`src/hdl/sil_pkg.sv`:
```
package sil_pkg;

  localparam int unsigned LIST_DEPTH = 32;
  localparam int unsigned VALUE_W    = 32;

  typedef enum logic {
    ACT_INSERT = 1'b0,
    ACT_DUMP   = 1'b1
  } action_e;

  typedef enum logic [1:0] {
    STAT_INSERTED = 2'd0,
    STAT_FULL     = 2'd1,
    STAT_ELEMENT  = 2'd2,
    STAT_EMPTY    = 2'd3
  } status_e;

  typedef enum logic [1:0] {
    S_IDLE,
    S_EXEC,
    S_DUMP
  } state_e;

  typedef struct packed {
    action_e                    action;
    logic signed [VALUE_W-1:0]  value;
  } cmd_t;

  typedef struct packed {
    logic signed [VALUE_W-1:0]  item_value;
    status_e                    status;
    logic                       last;
  } result_t;

  // Commands from the controller to the datapath.
  typedef struct packed {
    logic    load;
    logic    insert;
    logic    rotate;
    logic    idx_clr;
    logic    emit;
    status_e emit_status;
    logic    emit_last;
  } ctrl_t;

  // Status from the datapath to the controller.
  typedef struct packed {
    logic is_dump;
    logic full;
    logic empty;
    logic idx_last;
  } stat_t;

endpackage

```
`src/hdl/sil_ctrl.sv`:
```
module sil_ctrl (
  input  logic            clk_i,
  input  logic            rst_ni,
  input  logic            start_i,
  input  sil_pkg::stat_t  stat_i,
  output sil_pkg::ctrl_t  ctrl_o,
  output logic            busy_o
);

  sil_pkg::state_e state_q, state_d;

  always_ff @(posedge clk_i or negedge rst_ni) begin
    if (!rst_ni) begin
      state_q <= sil_pkg::S_IDLE;
    end else begin
      state_q <= state_d;
    end
  end

  always_comb begin
    state_d            = state_q;
    ctrl_o             = '0;
    ctrl_o.emit_status = sil_pkg::STAT_INSERTED;
    busy_o             = 1'b1;
    case (state_q)
      sil_pkg::S_IDLE: begin
        busy_o = 1'b0;
        if (start_i) begin
          ctrl_o.load = 1'b1;
          state_d     = sil_pkg::S_EXEC;
        end
      end
      sil_pkg::S_EXEC: begin
        if (!stat_i.is_dump) begin
          ctrl_o.emit      = 1'b1;
          ctrl_o.emit_last = 1'b1;
          if (stat_i.full) begin
            ctrl_o.emit_status = sil_pkg::STAT_FULL;
          end else begin
            ctrl_o.insert      = 1'b1;
            ctrl_o.emit_status = sil_pkg::STAT_INSERTED;
          end
          state_d = sil_pkg::S_IDLE;
        end else if (stat_i.empty) begin
          ctrl_o.emit        = 1'b1;
          ctrl_o.emit_last   = 1'b1;
          ctrl_o.emit_status = sil_pkg::STAT_EMPTY;
          state_d            = sil_pkg::S_IDLE;
        end else begin
          ctrl_o.idx_clr = 1'b1;
          state_d        = sil_pkg::S_DUMP;
        end
      end
      sil_pkg::S_DUMP: begin
        // The head entry is emitted while the list rotates by one place.
        ctrl_o.emit        = 1'b1;
        ctrl_o.emit_status = sil_pkg::STAT_ELEMENT;
        ctrl_o.emit_last   = stat_i.idx_last;
        ctrl_o.rotate      = 1'b1;
        if (stat_i.idx_last) begin
          state_d = sil_pkg::S_IDLE;
        end
      end
      default: begin
        state_d = sil_pkg::S_IDLE;
      end
    endcase
  end

endmodule

```
`src/hdl/sil_datapath.sv`:
```
module sil_datapath #(
  parameter int unsigned DEPTH = sil_pkg::LIST_DEPTH
) (
  input  logic              clk_i,
  input  logic              rst_ni,
  input  sil_pkg::cmd_t     cmd_i,
  input  sil_pkg::ctrl_t    ctrl_i,
  output sil_pkg::stat_t    stat_o,
  output logic              result_valid_o,
  output sil_pkg::result_t  result_o
);

  localparam int unsigned CNT_W = $clog2(DEPTH + 1);

  sil_pkg::cmd_t                     op_q;
  logic signed [sil_pkg::VALUE_W-1:0] cell_q [DEPTH];
  logic signed [sil_pkg::VALUE_W-1:0] cell_d [DEPTH];
  logic [DEPTH-1:0]                  le;
  logic [CNT_W-1:0]                  count_q, count_d;
  logic [CNT_W-1:0]                  idx_q, idx_d;
  logic                              valid_q;
  sil_pkg::result_t                  result_q, result_d;

  // Each cell compares itself with the operand; the set of cells that are
  // less than or equal forms a prefix because the list is kept sorted.
  for (genvar i = 0; i < DEPTH; i++) begin : g_cell
    assign le[i] = (CNT_W'(i) < count_q) && (cell_q[i] <= op_q.value);

    if (i == 0) begin : g_head
      always_comb begin
        cell_d[i] = cell_q[i];
        if (ctrl_i.insert) begin
          cell_d[i] = le[i] ? cell_q[i] : op_q.value;
        end else if (ctrl_i.rotate) begin
          cell_d[i] = (count_q == CNT_W'(1)) ? cell_q[0] : cell_q[1 % DEPTH];
        end
      end
    end else begin : g_body
      always_comb begin
        cell_d[i] = cell_q[i];
        if (ctrl_i.insert) begin
          if (le[i]) begin
            cell_d[i] = cell_q[i];
          end else if (le[i-1]) begin
            cell_d[i] = op_q.value;
          end else begin
            cell_d[i] = cell_q[i-1];
          end
        end else if (ctrl_i.rotate) begin
          if (CNT_W'(i + 1) == count_q || i == DEPTH - 1) begin
            cell_d[i] = cell_q[0];
          end else begin
            cell_d[i] = cell_q[(i + 1) % DEPTH];
          end
        end
      end
    end
  end

  always_ff @(posedge clk_i) begin
    for (int i = 0; i < DEPTH; i++) begin
      cell_q[i] <= cell_d[i];
    end
    if (ctrl_i.load) begin
      op_q <= cmd_i;
    end
    result_q <= result_d;
  end

  always_comb begin
    count_d = count_q;
    if (ctrl_i.insert) begin
      count_d = count_q + CNT_W'(1);
    end
    idx_d = idx_q;
    if (ctrl_i.idx_clr) begin
      idx_d = '0;
    end else if (ctrl_i.rotate) begin
      idx_d = idx_q + CNT_W'(1);
    end
  end

  always_comb begin
    result_d.status     = ctrl_i.emit_status;
    result_d.last       = ctrl_i.emit_last;
    result_d.item_value = (ctrl_i.emit_status == sil_pkg::STAT_ELEMENT) ? cell_q[0] : '0;
  end

  always_ff @(posedge clk_i or negedge rst_ni) begin
    if (!rst_ni) begin
      count_q <= '0;
      idx_q   <= '0;
      valid_q <= 1'b0;
    end else begin
      count_q <= count_d;
      idx_q   <= idx_d;
      valid_q <= ctrl_i.emit;
    end
  end

  assign stat_o.is_dump  = (op_q.action == sil_pkg::ACT_DUMP);
  assign stat_o.full     = (count_q == CNT_W'(DEPTH));
  assign stat_o.empty    = (count_q == '0);
  assign stat_o.idx_last = ((idx_q + CNT_W'(1)) == count_q);

  assign result_valid_o = valid_q;
  assign result_o       = result_q;

endmodule

```
`src/hdl/sorted_insert_list.sv`:
```
// Sorted list of signed 32-bit values held in a row of DEPTH register cells.
// Raise start_i with a command while busy_o is low; that cycle is the
// transfer. An insert passes S_EXEC: every cell compares itself with the
// new value in parallel and the list shifts open in one step, so a new
// command can follow as soon as busy_o drops. The single status result
// (inserted, or dropped because the list is full) appears on result_o for
// one cycle with result_valid_o. A dump of N stored values passes S_EXEC,
// then S_DUMP: the head cell streams out one value per cycle while the list
// rotates, ending in its original order; the final value carries last.
// A dump of an empty list gives one empty result. Results cannot be
// stalled: the receiver must take each one in the cycle it is shown.
module sorted_insert_list #(
  parameter int unsigned DEPTH = sil_pkg::LIST_DEPTH
) (
  input  logic              clk_i,
  input  logic              rst_ni,
  input  logic              start_i,
  input  sil_pkg::cmd_t     cmd_i,
  output logic              busy_o,
  output logic              result_valid_o,
  output sil_pkg::result_t  result_o
);

  sil_pkg::ctrl_t ctrl;
  sil_pkg::stat_t stat;

  sil_ctrl u_ctrl (
    .clk_i   (clk_i),
    .rst_ni  (rst_ni),
    .start_i (start_i),
    .stat_i  (stat),
    .ctrl_o  (ctrl),
    .busy_o  (busy_o)
  );

  sil_datapath #(
    .DEPTH (DEPTH)
  ) u_datapath (
    .clk_i          (clk_i),
    .rst_ni         (rst_ni),
    .cmd_i          (cmd_i),
    .ctrl_i         (ctrl),
    .stat_o         (stat),
    .result_valid_o (result_valid_o),
    .result_o       (result_o)
  );

endmodule

```
`config.mk`:
```
export PLATFORM = sky130hd
export DESIGN_NAME = sorted_insert_list
export DESIGN_NICKNAME = d
export VERILOG_FILES = /design/src/hdl/sil_pkg.sv /design/src/hdl/sil_ctrl.sv /design/src/hdl/sil_datapath.sv /design/src/hdl/sorted_insert_list.sv
export SDC_FILE = /design/constraint.sdc
export NUM_CORES = 2
export LEC_CHECK = 0
export BUFFER_PORTS_ARGS = -buffer_cell sky130_fd_sc_hd__buf_2
export CAP_MARGIN = 20
export CORE_UTILIZATION = 30
export CTS_CLUSTER_DIAMETER = 100
export DETAILED_ROUTE_END_ITERATION = 12
export PLACE_DENSITY = 0.5
export REMOVE_ABC_BUFFERS = 1
export SETUP_SLACK_MARGIN = 0.05
export SLEW_MARGIN = 20
export SYNTH_ARGS = -nofsm -noshare
export SYNTH_HDL_FRONTEND = slang
export SYNTH_SLANG_ARGS = --single-unit
```
`constraint.sdc`:
```
create_clock -name clk_i -period 6.7 [get_ports clk_i]
set_clock_uncertainty 0.1 [all_clocks]
set_input_delay 0.335 -clock clk_i [delete_from_list [all_inputs] [get_ports clk_i]]
set_output_delay 0.335 -clock clk_i [all_outputs]
set_load 0.05 [all_outputs]
```
==> run_results.csv <==
group,metric,value,unit
synthesis,synth_area,89300,um^2
drt,drt-pass1-iter-count,6,
grt,overflow,0,
layout,drive_above_1_share,0.145,
drt,wl,432000,um
synthesis,synth_cells,8968,
synthesis,synth-edff-count,1057,
synthesis,synth-seq-cells,1107,
cts,cts_tree,"yes",
place,gp_congestion,0.948,
power_and_ir_drop,powerDensity,559,nW/um^2
cts,hold_buffers,36,
die,rows,199,
grt,grt_usage,0.278,
drt,ant_nets,0,
sta,worst_slack,1440,ps
place,dpl.hpwl,296000,um
cts,path_clk_slew,60,ps
drt,wl_per_cell,33.6,um
layout,layout_common_cells,"edfxtp_1, ha_1, mux2i_1",
drt,vias,79950,
layout,syn2layout_area_growth,11.7,%
sta,timing.hold.ws,54.1,ps
place,place.port_buffers,72,
sta,slew_headroom,0.200,
job,drv_cap,0,
cts,clock_latency,900,ps
synthesis,synth_area_leaders,"edfxtp_1, ha_1, mux2i_1",
place,dp.cells,12556,
place,pre_cts_ws,1540,ps
die,ios,73,
synthesis,yosys.area.top_type,"edfxtp_1",
cts,cts_repair_resize_count,0,
sta,final_max_slew_viol_count,0,
setup_path,cp_max_fo,32,
power_and_ir_drop,finalPower,55.7,mW
layout,final_area,99700,um^2
layout,final_cell_count_no_fill,12859,
sta,fin_crit_sh,0.785,
synthesis,synthFlopType,"edfxtp_1",
layout,mostFrequentLayoutCell,"edfxtp_1",
cts,clkSinkCount,1107,
grt,grt_max_degree,167,
synthesis,async_flop_share,0.0136,
sta,setup-violations-final,0,
cts,cts_setup_buffers,0,
grt,grt_pass1_wl,599000,um
die,die_w,548,um
sta,tightest_slew,1190,ps
layout,final_core_util,0.338,
layout,n_fill_cell,29987,
die,dieArea,300000,um^2
synthesis,ys_warn_count,0,
die,core,295000,um^2
setup_path,cp-start-kind,"flip-flop",
drt,initialDrtViolationCount,9146,
cts,ctsRootBufferMaster,"clkbuf_16",
cts,h-tree-depth,4,
place,place_area,94600,um^2
sta,min_period,5260,ps
layout,regArea,32800,um^2
drt,vias_per_cell,6.22,
status,status,"finished, final reports clean",
die,initial_core_util,0.303,
sta,hold_viol,0,
cts,cts_buffers,149,
sta,tns,0,ps
sta,fmax,0.190,GHz
grt,grt_pass1_vias,78146,
power_and_ir_drop,vdd_drop_max,407,uV
power_and_ir_drop,p_leak,42.3,nW
synthesis,synth.distinct_cells,82,
setup_path,crit_path_end_kind,"flip-flop",
layout,final_net_count,9894,
setup_path,required,7130,ps
synthesis,synth_top_area_frac,0.355,
setup_path,worst-setup-path-type,"flip-flop to flip-flop",
layout,multi_input_area,53400,um^2
drt,drc,0,
die,fp.dieH,548,um
grt,antenna_found_initial,39,
sta,grt_setup_unrepaired,"no",
synthesis,avgSynthCellArea,9.96,um^2
synthesis,yosysSeqAreaShare,0.367,
cts,cts_buffer_depth,4,
hold_path,hold_path.class,"input port to flip-flop",
setup_path,arrival,5690,ps
-- cell families after synthesis --
group / count (synthesis) / synth area share
buffers and inverters: 830 / 0.0394
flip-flops: 1107 / 0.367
multiplexers: 1394 / 0.163
XOR/XNOR: 19 / 0.00186
AO/OA/AOI/OAI: 2393 / 0.164
AND/OR/NAND/NOR: 2192 / 0.119
adder cells (fa/ha/maj): 1033 / 0.145
-- metal layers --
layer	wire length, um	part of all wire	global-route usage
met3	38600	0.089	0.0615
met1	168000	0.39	0.340
met2	192000	0.44	0.438
met5	42	0.000097	0
met4	34000	0.079	0.187
-- worst paths after layout --
path | from | to | slack [ps] | depth (start not counted)
worst max-delay path | u_datapath.op_q[31] | u_datapath.cell_q[15][16] | 1440 | 12
worst min-delay path | cmd_i[3] | u_datapath.op_q[3] | 50 | 2
worst max register to register | u_datapath.op_q[31] | u_datapath.cell_q[15][16] | 1440 | 12
worst min register to register | u_ctrl.state_q[0] | u_ctrl.state_q[0] | 480 | 2
max in group asynchronous | rst_ni | u_datapath.count_q[5] | 5350 | 3
min in group asynchronous | rst_ni | u_datapath.result_valid_o | 580 | 3
-- cells in the mapped netlist (27+ instances only) --
library cell,number
or2_2,34
mux2_2,499
nand3_1,173
nor3_1,103
clkbuf_1,537
o21ai_0,476
buf_1,27
o21ai_1,209
o221a_2,33
a21o_1,68
nand4_1,226
edfxtp_1,1057
a21oi_1,736
nor2b_1,255
buf_2,104
nor4_1,46
a221oi_1,56
a2111oi_0,49
nand2_1,849
ha_1,1033
a211oi_1,465
nor2_1,307
a22oi_1,38
a31oi_1,112
inv_1,102
and3_1,67
buf_4,41
dfxtp_1,35
and2_1,40
o211ai_1,49
mux2i_1,895
-- area by class of cell --
class,count,share of cell area
multi-input combinational,7031,0.536
sequential,1107,0.329
tap,3919,0.0492
clock buffer,194,0.0404
timing repair buffer,434,0.0349
clock inverter,60,0.00646
inverter,102,0.00384
antenna,12,0.000301
-- critical path, stage by stage, from the launching register on --
cell	delay, ps
edfxtp_1	410
inv_2	500
buf_4	520
ha_1	300
nand4_1	210
nor4_1	740
nor2b_1	230
o21a_1	150
a2111oi_0	100
nor2_4	750
nor2_1	260
nor2_2	130
buf_4	430
-- registers in the layout, summed over array words and instances (netlist names) --
name,flops
u_datapath.idx_q,6
u_datapath.result_valid_o,1
u_ctrl.state_q,2
u_datapath.stat_o,1
u_datapath.count_q,6
u_datapath.cell_q,1024
u_datapath.result_o,35
u_datapath.op_q,32
-- power breakdown --
group	internal, mW	leakage [nW]	switching [mW]
combinational	10.4	29.7	20.2
sequential	13.0	10.4	3.97
clock	4.72	2.26	3.48
Note: power is estimated with default switching activity, not from simulation.
